--- src/dinit_pkg.sv ---
package dinit_pkg;

  // one request on the input channel
  typedef struct packed {
    logic [7:0] op_byte;
    logic       last_in_list;
  } dinit_in_t;

  // one bus action on the result channel
  typedef struct packed {
    logic [2:0]  action;
    logic [15:0] action_value;
  } dinit_out_t;

  // parse phase codes
  localparam logic [2:0] PH_OPCODE  = 3'd0;
  localparam logic [2:0] PH_CMD8    = 3'd1;
  localparam logic [2:0] PH_C16_HI  = 3'd2;
  localparam logic [2:0] PH_C16_LO  = 3'd3;
  localparam logic [2:0] PH_RUN_LEN = 3'd4;
  localparam logic [2:0] PH_RUN     = 3'd5;
  localparam logic [2:0] PH_DELAY   = 3'd6;
  localparam logic [2:0] PH_C8_LEN  = 3'd7;

  // action codes
  localparam logic [2:0] ACT_BEGIN   = 3'd0;
  localparam logic [2:0] ACT_END     = 3'd1;
  localparam logic [2:0] ACT_CMD8    = 3'd2;
  localparam logic [2:0] ACT_CMD16   = 3'd3;
  localparam logic [2:0] ACT_CBYTE   = 3'd4;
  localparam logic [2:0] ACT_DBYTE   = 3'd5;
  localparam logic [2:0] ACT_DELAY   = 3'd6;
  localparam logic [2:0] ACT_UNKNOWN = 3'd7;

  // opcodes of the operation list
  localparam logic [7:0] OP_BEGIN     = 8'd0;
  localparam logic [7:0] OP_CMD8      = 8'd1;
  localparam logic [7:0] OP_CMD16     = 8'd2;
  localparam logic [7:0] OP_CMD_RUN   = 8'd3;
  localparam logic [7:0] OP_DATA8     = 8'd4;
  localparam logic [7:0] OP_DATA16    = 8'd5;
  localparam logic [7:0] OP_DATA_RUN  = 8'd6;
  localparam logic [7:0] OP_C8_D8     = 8'd7;
  localparam logic [7:0] OP_C8_D16    = 8'd8;
  localparam logic [7:0] OP_C8_RUN    = 8'd9;
  localparam logic [7:0] OP_C16_D16   = 8'd10;
  localparam logic [7:0] OP_END       = 8'd11;
  localparam logic [7:0] OP_DELAY     = 8'd12;

endpackage

--- src/display_init_op_stream_decoder.sv ---
// an accepted byte's action is registered and appears on out_data in the next cycle
// throughput: one list byte per cycle while in_stall is low; the parse state updates in the same cycle
// a byte that yields no action is still taken and gives no output request
// in_stall is high only while a held action is stalled at the output
// reset (rst_n low, synchronous) returns the parser to the opcode phase, output empty
module display_init_op_stream_decoder (
  input  logic                  clk,
  input  logic                  rst_n,
  input  logic                  in_valid,
  output logic                  in_stall,
  input  dinit_pkg::dinit_in_t  in_data,
  output logic                  out_valid,
  input  logic                  out_stall,
  output dinit_pkg::dinit_out_t out_data
);
  import dinit_pkg::*;

  logic       take;
  logic       res_valid;
  dinit_out_t res;
  logic       busy;

  assign in_stall = busy;
  assign take     = in_valid & ~busy;

  // byte parser
  dinit_parser u_parser (
    .clk       (clk),
    .rst_n     (rst_n),
    .take      (take),
    .req       (in_data),
    .res_valid (res_valid),
    .res       (res)
  );

  // result register
  dinit_out_reg u_out (
    .clk       (clk),
    .rst_n     (rst_n),
    .load      (res_valid),
    .load_data (res),
    .busy      (busy),
    .out_valid (out_valid),
    .out_stall (out_stall),
    .out_data  (out_data)
  );

endmodule

--- src/dinit_parser.sv ---
module dinit_parser (
  input  logic                clk,
  input  logic                rst_n,
  input  logic                take,
  input  dinit_pkg::dinit_in_t  req,
  output logic                res_valid,
  output dinit_pkg::dinit_out_t res
);
  import dinit_pkg::*;

  logic [2:0] phase_r,    phase_nxt;
  logic [7:0] remain_r,   remain_nxt;
  logic       run_cmd_r,  run_cmd_nxt;
  logic [1:0] data_cnt_r, data_cnt_nxt;
  logic [7:0] high_r,     high_nxt;
  logic [7:0] b;
  logic [7:0] remain_dec;

  assign b          = req.op_byte;
  assign remain_dec = remain_r - 8'd1;

  // phase update and action decode for one list byte
  always_comb begin
    phase_nxt    = phase_r;
    remain_nxt   = remain_r;
    run_cmd_nxt  = run_cmd_r;
    data_cnt_nxt = data_cnt_r;
    high_nxt     = high_r;
    res_valid    = 1'b0;
    res          = '0;
    if (take) begin
      unique case (phase_r) inside
        PH_CMD8, PH_C16_LO: begin
          res_valid = 1'b1;
          if (phase_r == PH_CMD8) begin
            res.action       = ACT_CMD8;
            res.action_value = {8'h00, b};
          end else begin
            res.action       = ACT_CMD16;
            res.action_value = {high_r, b};
          end
          // trailing data bytes after the command, if any
          if (data_cnt_r != 2'd0) begin
            remain_nxt  = {6'd0, data_cnt_r};
            run_cmd_nxt = 1'b0;
            phase_nxt   = PH_RUN;
          end else begin
            phase_nxt = PH_OPCODE;
          end
          data_cnt_nxt = 2'd0;
        end
        PH_C16_HI: begin
          high_nxt  = b;
          phase_nxt = PH_C16_LO;
        end
        PH_RUN_LEN: begin
          remain_nxt = b;
          phase_nxt  = (b != 8'd0) ? PH_RUN : PH_OPCODE;
        end
        PH_RUN: begin
          res_valid        = 1'b1;
          res.action       = run_cmd_r ? ACT_CBYTE : ACT_DBYTE;
          res.action_value = {8'h00, b};
          remain_nxt       = remain_dec;
          if (remain_dec == 8'd0) phase_nxt = PH_OPCODE;
        end
        PH_DELAY: begin
          res_valid        = 1'b1;
          res.action       = ACT_DELAY;
          res.action_value = {8'h00, b};
          phase_nxt        = PH_OPCODE;
        end
        PH_C8_LEN: begin
          res_valid        = 1'b1;
          res.action       = ACT_CMD8;
          res.action_value = {8'h00, b};
          run_cmd_nxt      = 1'b0;
          phase_nxt        = PH_RUN_LEN;
        end
        default: begin
          // opcode phase
          phase_nxt = PH_OPCODE;
          unique case (b)
            OP_BEGIN: begin
              res_valid  = 1'b1;
              res.action = ACT_BEGIN;
            end
            OP_END: begin
              res_valid  = 1'b1;
              res.action = ACT_END;
            end
            OP_CMD8: begin
              data_cnt_nxt = 2'd0;
              phase_nxt    = PH_CMD8;
            end
            OP_C8_D8: begin
              data_cnt_nxt = 2'd1;
              phase_nxt    = PH_CMD8;
            end
            OP_C8_D16: begin
              data_cnt_nxt = 2'd2;
              phase_nxt    = PH_CMD8;
            end
            OP_CMD16: begin
              data_cnt_nxt = 2'd0;
              phase_nxt    = PH_C16_HI;
            end
            OP_C16_D16: begin
              data_cnt_nxt = 2'd2;
              phase_nxt    = PH_C16_HI;
            end
            OP_CMD_RUN: begin
              run_cmd_nxt = 1'b1;
              phase_nxt   = PH_RUN_LEN;
            end
            OP_DATA_RUN: begin
              run_cmd_nxt = 1'b0;
              phase_nxt   = PH_RUN_LEN;
            end
            OP_DATA8: begin
              run_cmd_nxt = 1'b0;
              remain_nxt  = 8'd1;
              phase_nxt   = PH_RUN;
            end
            OP_DATA16: begin
              run_cmd_nxt = 1'b0;
              remain_nxt  = 8'd2;
              phase_nxt   = PH_RUN;
            end
            OP_C8_RUN: phase_nxt = PH_C8_LEN;
            OP_DELAY:  phase_nxt = PH_DELAY;
            default: begin
              res_valid        = 1'b1;
              res.action       = ACT_UNKNOWN;
              res.action_value = {8'h00, b};
            end
          endcase
        end
      endcase
      // last byte of the list drops any half-read operation
      if (req.last_in_list) begin
        phase_nxt    = PH_OPCODE;
        remain_nxt   = 8'd0;
        run_cmd_nxt  = 1'b0;
        data_cnt_nxt = 2'd0;
        high_nxt     = 8'd0;
      end
    end
  end

  // parser state
  always_ff @(posedge clk) begin
    if (!rst_n) begin
      phase_r    <= PH_OPCODE;
      remain_r   <= 8'd0;
      run_cmd_r  <= 1'b0;
      data_cnt_r <= 2'd0;
      high_r     <= 8'd0;
    end else begin
      phase_r    <= phase_nxt;
      remain_r   <= remain_nxt;
      run_cmd_r  <= run_cmd_nxt;
      data_cnt_r <= data_cnt_nxt;
      high_r     <= high_nxt;
    end
  end

endmodule

--- src/dinit_out_reg.sv ---
module dinit_out_reg (
  input  logic                  clk,
  input  logic                  rst_n,
  input  logic                  load,
  input  dinit_pkg::dinit_out_t load_data,
  output logic                  busy,
  output logic                  out_valid,
  input  logic                  out_stall,
  output dinit_pkg::dinit_out_t out_data
);
  import dinit_pkg::*;

  logic       valid_r, valid_nxt;
  dinit_out_t data_r;

  // a held request blocks new input only while the far side stalls
  assign busy      = valid_r & out_stall;
  assign out_valid = valid_r;
  assign out_data  = data_r;

  // valid flag: set on load, cleared once taken
  always_comb begin
    valid_nxt = valid_r;
    if (load) valid_nxt = 1'b1;
    else if (!out_stall) valid_nxt = 1'b0;
  end

  always_ff @(posedge clk) begin
    if (!rst_n) begin
      valid_r <= 1'b0;
    end else begin
      valid_r <= valid_nxt;
    end
  end

  // payload
  always_ff @(posedge clk) begin
    if (load) data_r <= load_data;
  end

endmodule

--- config.mk ---
export PLATFORM = sky130hd
export DESIGN_NAME = display_init_op_stream_decoder
export DESIGN_NICKNAME = d
export VERILOG_FILES = /design/src/dinit_pkg.sv /design/src/display_init_op_stream_decoder.sv /design/src/dinit_parser.sv /design/src/dinit_out_reg.sv
export SDC_FILE = /design/constraint.sdc
export NUM_CORES = 1
export LEC_CHECK = 0
export ABC_AREA = 1
export BUFFER_PORTS_ARGS = -buffer_cell sky130_fd_sc_hd__buf_2
export CAP_MARGIN = 20
export CORE_UTILIZATION = 59
export CTS_BUF_LIST = sky130_fd_sc_hd__clkbuf_8
export DETAILED_ROUTE_END_ITERATION = 8
export PLACE_DENSITY = 0.82
export REMOVE_ABC_BUFFERS = 1
export SETUP_SLACK_MARGIN = 0.05
export SLEW_MARGIN = 20
export SYNTH_ARGS = -nofsm -noshare
export SYNTH_HDL_FRONTEND = slang
export SYNTH_SLANG_ARGS = --single-unit
--- constraint.sdc ---
create_clock -name clk -period 2.3 [get_ports clk]
set_input_delay 0 -clock clk [delete_from_list [all_inputs] [get_ports clk]]
set_output_delay 0 -clock clk [all_outputs]
set_load 0.02 [all_outputs]
Word level (Yosys, flattened, before mapping)
Cells that the tools add are included.
W data, S select, Z words.
{"block": "totals", "register_bits": 42, "input_bits": 13, "out_inout_bits": 21, "elab_cells": 95}
{"block": "op_classes", "addsub": 1, "eq_ne": 25, "muxes": 29, "bitwise_logic": 3, "reduce_logical": 29}
{"operator": "$pmux W19 S5", "count": 1}
{"operator": "$eq A8 B4 Y1 const B", "count": 5}
{"operator": "$mux W8", "count": 5}
{"operator": "$pmux W3 S6", "count": 2}
{"operator": "$eq A8 B3 Y1 const B", "count": 4}
{"operator": "$pmux W8 S4", "count": 1}
{"operator": "$mux W17", "count": 1}
{"operator": "$eq A8 B2 Y1 const B", "count": 2}
{"operator": "$logic_not A8 Y1", "count": 2}
{"operator": "$pmux W8 S2", "count": 1}
{"operator": "$reduce_or A2 Y1", "count": 7}
{"operator": "$reduce_or A13 Y1", "count": 1}
{"operator": "$eq A3 B3 Y1 const B", "count": 4}
{"operator": "$mux W3", "count": 4}
{"operator": "$reduce_or A12 Y1", "count": 1}
{"operator": "$reduce_or A11 Y1", "count": 1}
{"operator": "$reduce_bool A5 Y1", "count": 2}
{"operator": "$reduce_or A5 Y1", "count": 2}
{"operator": "$reduce_or A3 Y1", "count": 3}
{"operator": "$eq A8 B1 Y1 const B", "count": 1}
{"operator": "$ne A2 B1 Y1 const B", "count": 4}
{"operator": "$reduce_and A4 Y1", "count": 2}
{"operator": "$reduce_bool A8 Y1", "count": 1}
{"operator": "$sub A8 B1 Y8 const B", "count": 1}
{"operator": "other kinds (18)", "count": 29}

Depth between registers and ports, before layout
Gate-level depths: netlist of the first run.
{"block": "depth", "word_depth": 6, "depth_mapped": 13, "depth_no_buf": 13}

Cells and area by module
A second synthesis of the first run with hierarchy kept.
{"block": "unflattened", "cells_unflattened": 340, "hier_area_um2": 2489.9}
{"mod": "dinit_parser", "n_inst": 1, "cells_per_inst": 313, "area_each_um2": 1865.5, "seq_area_each_um2": 440.4}
{"mod": "dinit_out_reg", "n_inst": 1, "cells_per_inst": 25, "area_each_um2": 614.3, "seq_area_each_um2": 590.6}
{"mod": "display_init_op_stream_decoder", "n_inst": 1, "cells_per_inst": 2, "area_each_um2": 10.0, "seq_area_each_um2": 0.0}

Worst setup path after synthesis of the first run
Ideal clock, no wire load.
{"block": "synth_timing", "path_kind": "register to register", "from": "register u_out.valid_r, in the netlist u_out.out_valid", "to": "register u_out.data_r, in the netlist u_out.out_data[0], enable pin", "t_arrival_ps": 1521, "required_time_ps": 1926, "path_slack_ps": 405, "path_stages_with_launch": 8, "path_buffers": 2, "synth_period_minus_slack_ps": 1895, "cell_sequence": "dfxtp_1 -> nand2_1 -> nand2_1 -> inv_1 -> buf_2 -> buf_2 -> nand2_1 -> inv_1"}
{"block": "synth_between", "elab_chain_cells": 4}
{"element": "from (decl)", "line": "dinit_out_reg.sv:13", "source": "logic valid_r, valid_nxt;"}
{"element": "from (signal assigned)", "line": "dinit_out_reg.sv:32", "source": "valid_r <= valid_nxt;"}
{"element": "$and A1 B1 Y1", "line": "dinit_out_reg.sv:17", "source": "assign busy = valid_r & out_stall;"}
{"element": "$not A1 Y1", "line": "display_init_op_stream_decoder.sv:24", "source": "assign take = in_valid & ~busy;"}
{"element": "$and A1 B1 Y1", "line": "display_init_op_stream_decoder.sv:24"}
{"element": "$mux W1", "line": "dinit_parser.sv:31", "source": "if (take) begin"}
{"element": "via res_valid", "line": "display_init_op_stream_decoder.sv:19", "source": "logic res_valid;"}
{"element": "to (signal assigned)", "line": "dinit_out_reg.sv:38", "source": "if (load) data_r <= load_data;"}
{"element": "to (decl)", "line": "dinit_out_reg.sv:14", "source": "dinit_out_t data_r;"}
The timed path passes the listed nets, and every way through them passes these cells.
A chain may end at the register's enable or synchronous reset.

Worst setup path in the final report of the first run
{"block": "layout_timing", "from": "register u_parser.remain_r[0]", "to": "register u_parser.phase_r[1]"}
{"block": "layout_between", "elab_chain_cells": 4}
{"element": "from (decl)", "line": "dinit_parser.sv:12", "source": "logic [7:0] remain_r, remain_nxt;"}
{"element": "from (signal assigned)", "line": "dinit_parser.sv:161", "source": "remain_r <= remain_nxt;"}
{"element": "$sub A8 B1 Y8", "line": "dinit_parser.sv:20", "source": "assign remain_dec = remain_r - 8'd1;"}
{"element": "$logic_not A8 Y1", "line": "dinit_parser.sv:65", "source": "if (remain_dec == 8'd0) phase_nxt = PH_OPCODE;"}
{"element": "$ne A3 B3 Y1 (no source line)"}
{"element": "$reduce_and A2 Y1 (no source line)"}
{"element": "to (signal assigned)", "line": "dinit_parser.sv:160", "source": "phase_r <= phase_nxt;"}
{"element": "to (decl)", "line": "dinit_parser.sv:11", "source": "logic [2:0] phase_r, phase_nxt;"}
No other way between the ends.

==> reports/metrics.yaml, run 1 <==
outcome: "complete, no violations"
postCtsResizedCells: 0
cpMostUsedCell: "nand2_1"
ys_seq_area_frac: 0.4221
skew_ns: 0.006337
overflow: 0
power.internal_mw: 1.170
ir_worst_vdd_uv: 296.3
vias: 2515
ant_nets: 0
clock_path_buffers: 2
min-delay-start: "out_stall"
path_class: "flip-flop to flip-flop"
drc: 0
cp_top_family: "simple AND/OR/NAND/NOR gates"
min_path_cells: 3
fin_crit_ns: 1.764
max_freq_mhz: 567.0
first_global_vias: 2242
synth-edff-count: 19
endpoint_kind: "flip-flop"
p_seq_frac: 0.492
synth-seq-cells: 42
rsz0062_at_grt: "false"
start_kind: "flip-flop"
period_share: 0.7668
cp.required_ns: 2.55
finalHoldViolCount: 0
power_density_nw_per_um2: 630.3
arrival_ns: 2.01
worstSkewPairLatency_ns: 0.30
holdPathEnd: "u_out.out_valid$_SDFFE_PN0P_"
die_area_um2: 4401
area_delta_synth_final_pct: 13.42
p_comb_frac: 0.227
crit_chain: "inv_1 > ha_1 > inv_1 > nor2_1 > nand2_1 > nand3_1 > nor2_1 > nand3_1 > nand2_1 > nand2_1 > nand2_1 > nand2_1 > nor2_1"
clk_pin_slew_ns: 0.09
place_congestion: 0.9413
numCtsBuffers: 5
synthCells: 347
r2r_start: "u_parser.remain_r[0]$_SDFFE_PN0P_"
final_cells: 437
clock_power_share: 0.281
slowest_stage: "dfxtp_1"
drt-pass1-iter-count: 5
drive_gt1_frac: 0.1886
h-tree-depth: 2
grt_util_all_layers: 0.3107
async_reset_ff_frac: 0
setup_tns_ns: 0
finalCoreUtilization: 0.6925
yosys.cell_types.count: 34
rows: 23
grt_pass1_wl_um: 10140
crit_path_max_fanout: 5
nNetsFinal: 401
coreArea_um2: 4000
place_area_um2: 2670
io_pins: 34
start_util: 0.6106
maxCapViolCount: 0
die_w_um: 66.34
clkSinkCount: 42
grt_max_degree: 20
swShare: 0.3302
syn_area_um2: 2442
routed_wl_um: 6323
critPathBufInv: 2
avgRoutedWirePerCell_um: 14.47
p_sw_uw: 576.5
place_hpwl_um: 4763
min_path_type: "primary input to flip-flop"
synth_ff_type: "dfxtp_1"
timing.final.ws_setup_ns: 0.5363
final_area_um2: 2770
worstMarginPinSlew_ns: 0.6189
power_leakage_nw: 1.274
postSynthAreaPerCell_um2: 7.038
ys_warn_count: 0
setup_violations: 0
dp_cells: 428
drv_slew: 0
max_stage_delay_ns: 0.40
dp_worst_setup_slack_ns: 0.6212
port_buffers: 33
slew_headroom: 0.5848
antenna_cells: 0
ff2ff_setup_slack_ns: 0.54
die_h_um: 66.34
cts_tree: "yes"
ff2ff_path_depth: 13
antenna_found_initial: 0
viasPerCell: 5.755
rr_endpoint: "u_parser.phase_r[1]$_SDFFE_PN0P_"
first_iter_violations: 413
cts-root-buf: "clkbuf_8"
==> layout make-up <==
class	instances	area [µm²]
fill	358	1230
multi-input combinational	254	1216
clock inverter	3	21.27
inverter	46	172.7
tap	50	62.56
timing repair buffer	37	197.7
clock buffer	5	68.82
sequential	42	1031
==> timing repair <==
item                                    in CTS  in global routing
buffers inserted                             0                  0
hold buffers                                 1                  0
endpoints found under the hold margin        4                  0
endpoints found under the setup margin       0                  0
==> worst register-to-register path, cell delays in order, from the launching register on <==
cell,delay [ns]
dfxtp_1,0.40
inv_1,0.12
ha_1,0.27
inv_1,0.07
nor2_1,0.05
nand2_1,0.09
nand3_1,0.09
nor2_1,0.13
nand3_1,0.10
nand2_1,0.12
nand2_1,0.09
nand2_1,0.06
nand2_1,0.05
nor2_1,0.08
==> state kept, by name, summed over array words and instances, names as in the netlist <==
name	cells
u_parser.phase_r	3
u_parser.remain_r	8
u_out.out_data	19
u_parser.run_cmd_r	1
u_parser.data_cnt_r	2
u_out.out_valid	1
u_parser.high_r	8
==> kinds of logic (layout without fill, tap and decap cells) <==
group | Yosys count | in the layout | share of synthesized area
and+or+nand+nor | 187 | 187 | 0.3304
AOI/OAI and AO/OA | 64 | 64 | 0.1537
buffers and inverters | 51 | 91 | 0.07992
DFF | 42 | 42 | 0.4221
adders and majority gates | 2 | 2 | 0.01024
xor gates and xnor gates | 1 | 1 | 0.003587
==> worst max path at each step <==
stage,cells past startpoint,slack (ns),startpoint,to
after floorplan,5,0.33,u_out.out_valid$_SDFFE_PN0P_,u_out.out_data[0]$_SDFFCE_PN0P_
after global placement,10,0.66,u_parser.remain_r[0]$_SDFFE_PN0P_,u_parser.phase_r[1]$_SDFFE_PN0P_
after detailed placement,10,0.62,u_parser.remain_r[0]$_SDFFE_PN0P_,u_parser.phase_r[1]$_SDFFE_PN0P_
after CTS,13,0.59,u_parser.remain_r[0]$_SDFFE_PN0P_,u_parser.phase_r[1]$_SDFFE_PN0P_
after global routing,13,0.30,u_parser.remain_r[0]$_SDFFE_PN0P_,u_parser.phase_r[1]$_SDFFE_PN0P_
final,13,0.54,u_parser.remain_r[0]$_SDFFE_PN0P_,u_parser.phase_r[1]$_SDFFE_PN0P_
==> power by group through the flow <==
stage | sequential (mW) | combinational, mW | clock, mW
detailed placement | 0.876 | 0.385 | 0
CTS | 0.859 | 0.389 | 0.495
floorplan | 0.920 | 0.217 | 0
global placement | 0.874 | 0.380 | 0
global route | 0.865 | 0.436 | 0.521
finish | 0.859 | 0.397 | 0.491
==> cells in the final DEF, fill, tap and decap left out, types with 5 or more instances in the layout <==
cell type and instances:
nand2_1 85, nor2_1 52, inv_1 33, buf_2 33, a21oi_1 29, nand3_1 25
dfxtp_1 23, edfxtp_1 19, o21ai_0 14, inv_2 12, nand2_2 7, nand4_1 6
clkbuf_8 5
==> cells in the mapped netlist (all sizes together) (2+ instances only) <==
| master | count | area (µm²) |
|---|---|---|
| nand2 | 92 | 362.9 |
| nor2 | 56 | 220.2 |
| inv | 45 | 168.9 |
| a21oi | 30 | 153.9 |
| nand3 | 27 | 145.1 |
| dfxtp | 23 | 460.4 |
| edfxtp | 19 | 570.6 |
| o21ai | 17 | 88.84 |
| nand4 | 6 | 37.54 |
| a41oi | 4 | 35.03 |
| a31oi | 3 | 18.77 |
| buf | 3 | 15.01 |
| nor3 | 3 | 20.02 |
| o22ai | 3 | 18.77 |
| a32oi | 2 | 17.52 |
| clkbuf | 2 | 7.510 |
| ha | 2 | 25.02 |
| nand3b | 2 | 15.01 |
| o211ai | 2 | 20.02 |
==> metal layers <==
layer	up-vias	wire length (µm)	global-route usage
met4	0	93	0.1223
met3	12	503	0.06034
li1	1224	-	-
met2	112	3038	0.5217
met1	1167	2688	0.3892
met5	-	0	0
==> per-stage QoR <==
step                      hold WS [ns]  power (mW)
after floorplan                 0.1204       1.138
after global placement          0.2821       1.254
after detailed placement        0.2876       1.261
after CTS                    0.0008195       1.743
after global routing          0.009351       1.822
final                         0.003951       1.746
Note: power is estimated with default switching activity, not from simulation.
==> run 2: changes to the inputs <==
- clock period: 2.3 -> 1.7 ns (I/O delays scaled with it)
==> run 2 against run 1 <==
  * Non-clock buffer count increased by 8
  * Via count down 0.56%
  * Final cell count is 1.8% higher
  * Routed wire length grew 0.92%
  * Sequential share of layout area fell by 1.4 points
  * Largest power group unchanged
  * Cell area grew 4.4%
  * Highest routed layer unchanged
  * Power up 38%
  * Combinational power increased by 45%
==> reports/metrics.yaml, run 2 (synthesis gave the netlist of run 1 again) <==
place_hpwl_um: 4757  # -0.14%
die_w_um: 66.34  # unchanged
start_util: 0.6106  # unchanged
period_share: 0.8948  # +0.1280
layout_common_cells: "nand2_1, nor2_1, buf_2"
antenna_cells: 0  # unchanged
drive_gt1_frac: 0.2380  # +0.04934
viasPerCell: 5.620  # -2.3%
port_buffers: 33  # unchanged
place_congestion: 0.9659  # +2.6%
maxCapViolCount: 0  # unchanged
crit_path_max_fanout: 7  # +2
coreArea_um2: 4000  # unchanged
worstSetupEndpoint: "u_out.out_data[0]$_SDFFCE_PN0P_"
ant_nets: 0  # unchanged
first_global_vias: 2222  # -0.89%
endpoint_kind: "flip-flop"
largest_reg_flops: 19  # unchanged
routed_wl_um: 6381  # +0.92%
antenna_found_initial: 0  # unchanged
ff2ff_path_depth: 5  # -8
power_density_nw_per_um2: 830.6  # +32%
final_area_um2: 2892  # +4.4%
top_layer: "met4"
ir_worst_vdd_uv: 440.0  # +48%
crit_start: "u_parser.phase_r[2]$_SDFFE_PN0P_"
cts_tree: "yes"
route.met2.wl_um: 2983  # -1.8%
max_freq_mhz: 657.4  # +16%
ff2ff_setup_slack_ns: 0.18  # -0.36 ns
drt-met1-wl_um: 2689  # about the same
io_pins: 34  # unchanged
cts-root-buf: "clkbuf_8"
postCtsSetupRepairBufs: 0  # unchanged
worstSkewPairLatency_ns: 0.30  # about the same
h-tree-depth: 2  # unchanged
drv_slew: 0  # unchanged
nNetsFinal: 409  # +2.0%
grt_pass1_wl_um: 10250  # +1.1%
avgRoutedWirePerCell_um: 14.34  # -0.90%
drt-pass1-iter-count: 5  # unchanged
hold_ws_ns: 0.001941  # -0.002010 ns
dr_wl_met3_um: 546  # +8.5%
r2r_start: "u_parser.phase_r[2]$_SDFFE_PN0P_"
worstMarginPinSlew_ns: 0.4585  # -0.1605 ns
place_area_um2: 2743  # +2.7%
outcome: "complete, no violations"
rsz0062_at_grt: "true"
skew_ns: 0.005776  # -0.0005616 ns
drc: 0  # unchanged
vias: 2501  # -0.56%
rr_endpoint: "u_out.out_data[0]$_SDFFCE_PN0P_"
clock_path_buffers: 2  # unchanged
arrival_ns: 1.67  # -0.34 ns
slew_headroom: 0.6925  # +0.1076
clk_pin_slew_ns: 0.09  # about the same
finalHoldViolCount: 0  # unchanged
cp.required_ns: 1.84  # -0.71 ns
setup_violations: 0  # unchanged
start_kind: "flip-flop"
clkSinkCount: 42  # unchanged
numCtsBuffers: 5  # unchanged
area_delta_synth_final_pct: 18.39
min_path_type: "primary input to flip-flop"
power_leakage_nw: 1.327  # +4.2%
path_class: "flip-flop to flip-flop"
first_iter_violations: 337  # -18%
grt_util_all_layers: 0.3123  # +0.001596
die_h_um: 66.34  # unchanged
rows: 23  # unchanged
die_area_um2: 4401  # unchanged
finalPower_mw: 2.402  # +38%
grt_max_degree: 20  # unchanged
fin_crit_ns: 1.521  # -0.2425 ns
overflow: 0  # unchanged
final_common_cell: "nand2_1"
## run 2: stage by stage
stage | instances | util | worst slack, ns | TNS (ns)
floorplan | 342 | - | -0.2679 | -5.112
global placement | 436 | 0.6856 | 0.1891 | 0
detailed placement | 436 | 0.6856 | 0.1253 | 0
CTS | 445 | 0.7113 | 0.1060 | 0
global route | 445 | 0.7229 | 0.01684 | 0
finish | 445 | 0.7229 | 0.1788 | 0
## run 2: metal layers
layer	track usage	up-vias
li1	-	1239
met1	0.4195	1126
met2	0.5064	120
met3	0.04828	16
met4	0.1090	0
met5	0	-
## run 2: area by class of cell
class | count | area (µm²)
multi-input combinational | 254 | 1255
fill | 367 | 1109
clock buffer | 5 | 68.82
timing repair buffer | 45 | 270.3
tap | 50 | 62.56
sequential | 42 | 1036
clock inverter | 3 | 23.77
inverter | 46 | 175.2
## run 2: how the worst min path moves through the flow
stage / start / to / slack, ns / cells after the start
after CTS: in_data[6] / u_parser.high_r[5]$_SDFFE_PN0P_ / 0.000005 / 3
after global routing: in_data[6] / u_parser.high_r[5]$_SDFFE_PN0P_ / 0.006 / 3
after detailed placement: rst_n / u_parser.phase_r[1]$_SDFFE_PN0P_ / 0.28 / 3
final: in_data[5] / u_parser.high_r[4]$_SDFFE_PN0P_ / 0.002 / 3
after global placement: rst_n / u_parser.phase_r[1]$_SDFFE_PN0P_ / 0.28 / 3
after floorplan: rst_n / u_parser.phase_r[1]$_SDFFE_PN0P_ / 0.12 / 2
## run 2: critical path: stages (launching register included)
cell and delay, ns:
dfxtp_2 0.36, nor2_1 0.15, nand2_1 0.19, a31oi_1 0.26
nand3_2 0.20, a21oi_2 0.21
## run 2: what timing repair did
| action | in CTS | in global routing |
|---|---|---|
| hold endpoints to repair | 4 | 0 |
| hold buffers | 1 | 0 |
| gates resized for setup | 0 | 16 |
| setup endpoints to repair | 0 | 11 |
## run 2: report_power, final
part | leakage, nW | switching [mW] | internal, mW | total, mW
sequential | 0.375 | 0.0314 | 1.13 | 1.16
clock | 0.0408 | 0.369 | 0.294 | 0.663
combinational | 0.911 | 0.384 | 0.191 | 0.574
total | 1.33 | 0.784 | 1.62 | 2.40
==> run 3: changes to the inputs <==
- REMOVE_ABC_BUFFERS: 1 -> default
==> run 3 against run 2 <==
  * Clock skew down 0.0030 ns
  * Final cell count increased by 0.45%
  * First-iteration DRC count up 14%
  * Sequential share of layout area is 0.70 points lower
  * Highest routed layer unchanged
  * Critical path depth unchanged
  * Worst hold slack gained 0.011 ns
  * Clock-buffer cell count unchanged
  * Via count up 3.6%
  * Clock power up 43%
  * Power up 12%
==> reports/metrics.yaml, run 3 (synthesis gave the netlist of run 1 again) <==
final_area_um2: 2957  # +2.3%
clock_path_buffers: 2  # unchanged
start_kind: "flip-flop"
ff2ff_setup_slack_ns: 0.12  # -0.06 ns
power_density_nw_per_um2: 913.0  # +9.9%
worstSkewPairLatency_ns: 0.30  # about the same
die_w_um: 66.34  # unchanged
ff2ff_path_depth: 5  # unchanged
drt-pass1-iter-count: 5  # unchanged
crit_chain: "inv_2 > nand2_1 > a31oi_1 > nand3_2 > a21oi_1"
drc: 0  # unchanged
period_share: 0.9308  # +0.03602
p_comb_frac: 0.216  # -0.023
io_pins: 34  # unchanged
grt_max_degree: 20  # unchanged
crit_start: "u_parser.phase_r[0]$_SDFFE_PN0P_"
largest_reg_flops: 19  # unchanged
slowest_stage: "dfxtp_1"
die_h_um: 66.34  # unchanged
viasPerCell: 5.794  # +3.1%
place_hpwl_um: 4963  # +4.3%
outcome: "complete, no violations"
place_congestion: 0.9698  # +0.40%
setup_violations: 0  # unchanged
maxCapViolCount: 0  # unchanged
h-tree-depth: 2  # unchanged
max_stage_delay_ns: 0.40  # +0.04 ns
area_delta_synth_final_pct: 21.06
slew_headroom: 0.7504  # +0.05797
min_path_cells: 3  # unchanged
endpoint_kind: "flip-flop"
layout_common_cells: "nand2_1, nor2_1, buf_2"
place_area_um2: 2763  # +0.73%
cp.required_ns: 1.83  # about the same
overflow: 0  # unchanged
p_seq_frac: 0.432  # -0.053
first_iter_violations: 383  # +14%
coreArea_um2: 4000  # unchanged
final_common_cell: "nand2_1"
antenna_found_initial: 0  # unchanged
rr_endpoint: "u_out.out_data[2]$_SDFFCE_PN0P_"
grt_util_all_layers: 0.3221  # +0.009815
power.internal_mw: 1.913  # +18%
nNetsFinal: 411  # +0.49%
drv_slew: 0  # unchanged
swShare: 0.2915  # -0.03504
antenna_cells: 0  # unchanged
critPathBufInv: 1  # +1
power_leakage_nw: 1.350  # +1.7%
routed_wl_um: 6761  # +6.0%
numCtsBuffers: 5  # unchanged
avgRoutedWirePerCell_um: 15.13  # +5.5%
start_util: 0.6106  # unchanged
vias: 2590  # +3.6%
synth_nets: 362
clock_power_share: 0.352  # +0.076
finalHoldViolCount: 0  # unchanged
clk_pin_slew_ns: 0.08  # about the same
holdPathEnd: "u_parser.high_r[4]$_SDFFE_PN0P_"
arrival_ns: 1.71  # +0.04 ns
drive_gt1_frac: 0.2443  # +0.006358
ir_worst_vdd_uv: 442.3  # +0.53%
grt_pass1_wl_um: 10560  # +3.1%
fin_crit_ns: 1.582  # +0.06124 ns
path_class: "flip-flop to flip-flop"
first_global_vias: 2325  # +4.6%
worstMarginPinSlew_ns: 0.3705  # -0.08804 ns
rsz0062_at_grt: "true"
skew_ns: 0.002826  # -0.002950 ns
cts_tree: "yes"
port_buffers: 33  # unchanged
crit_path_max_fanout: 7  # unchanged
min-delay-start: "in_data[5]"
r2r_start: "u_parser.phase_r[0]$_SDFFE_PN0P_"
die_area_um2: 4401  # unchanged
max_freq_mhz: 631.9  # -3.9%
p_sw_uw: 786.9  # +0.33%
ant_nets: 0  # unchanged
min_path_type: "primary input to flip-flop"
cts-root-buf: "clkbuf_8"
cp_top_family: "compound AO/OA/AOI/OAI gates"
rows: 23  # unchanged
setup_tns_ns: 0  # unchanged
clkSinkCount: 42  # unchanged
[run 3: cell types whose count changed in the layout (fill, tap and decap cells not counted), moves of 2 or more]
cell	change
bufinv_16	+2
inv_1	-2
inv_2	+2
nand2_1	-2
nand2_2	+2
[run 3: stage by stage]
step / util / setup WS, ns / std cells / hold slack (ns) / power (mW)
after floorplan: - / 0.05655 / 347 / 0.1204 / 1.551
after global routing: 0.7391 / 0.02451 / 447 / 0.02839 / 2.790
after global placement: 0.6906 / 0.1238 / 437 / 0.2912 / 1.728
after CTS: 0.7301 / 0.05098 / 447 / 0.01184 / 2.677
final: 0.7391 / 0.1176 / 447 / 0.01276 / 2.699
after detailed placement: 0.6906 / 0.06041 / 437 / 0.2940 / 1.742
[run 3: timing repair]
item,CTS,global route
setup endpoints to repair,0,12
hold buffers,2,0
gates resized for setup,0,14
hold endpoints to repair,3,0
buffers inserted,0,0
[run 3: metal layers]
layer / global-route usage / part of all wire / up-vias
li1: - / - / 1253
met3: 0.05345 / 0.090 / 17
met2: 0.5497 / 0.49 / 149
met5: 0 / 0 / -
met1: 0.4039 / 0.40 / 1171
met4: 0.1223 / 0.018 / 0
[run 3: cell type report]
class / count / area [µm²]
clock buffers: 5 / 68.82
clock inverters: 3 / 68.82
fillers: 324 / 1044
inverters: 46 / 176.4
multi-input cells: 254 / 1254
flip-flops and latches: 42 / 1039
well taps: 50 / 62.56
repair buffers: 47 / 287.8
[run 3: tightest hold or removal path, stage by stage]
cell and delay [ns]:
buf_2 0.11, nand3_1 0.09, a21oi_1 0.06
[run 3: power groups by stage]
| stage | clock network (mW) | registers [mW] | logic [mW] |
|---|---|---|---|
| 2_1_floorplan | 0 | 1.25 | 0.306 |
| 3_3_place_gp | 0 | 1.18 | 0.543 |
| 3_5_place_dp | 0 | 1.19 | 0.555 |
| 4_1_cts | 0.949 | 1.16 | 0.565 |
| 5_1_grt | 0.980 | 1.17 | 0.639 |
| 6_report | 0.951 | 1.17 | 0.583 |
[run 3: how the worst max path moves through the flow]
stage	slack [ns]	depth (start not counted)	to
6_report	0.12	5	u_out.out_data[2]$_SDFFCE_PN0P_
5_1_grt	0.02	10	u_parser.phase_r[1]$_SDFFE_PN0P_
4_1_cts	0.05	13	u_parser.phase_r[1]$_SDFFE_PN0P_
3_5_place_dp	0.06	13	u_parser.phase_r[1]$_SDFFE_PN0P_
3_3_place_gp	0.12	13	u_parser.phase_r[1]$_SDFFE_PN0P_
2_1_floorplan	0.06	7	u_out.out_data[0]$_SDFFCE_PN0P_
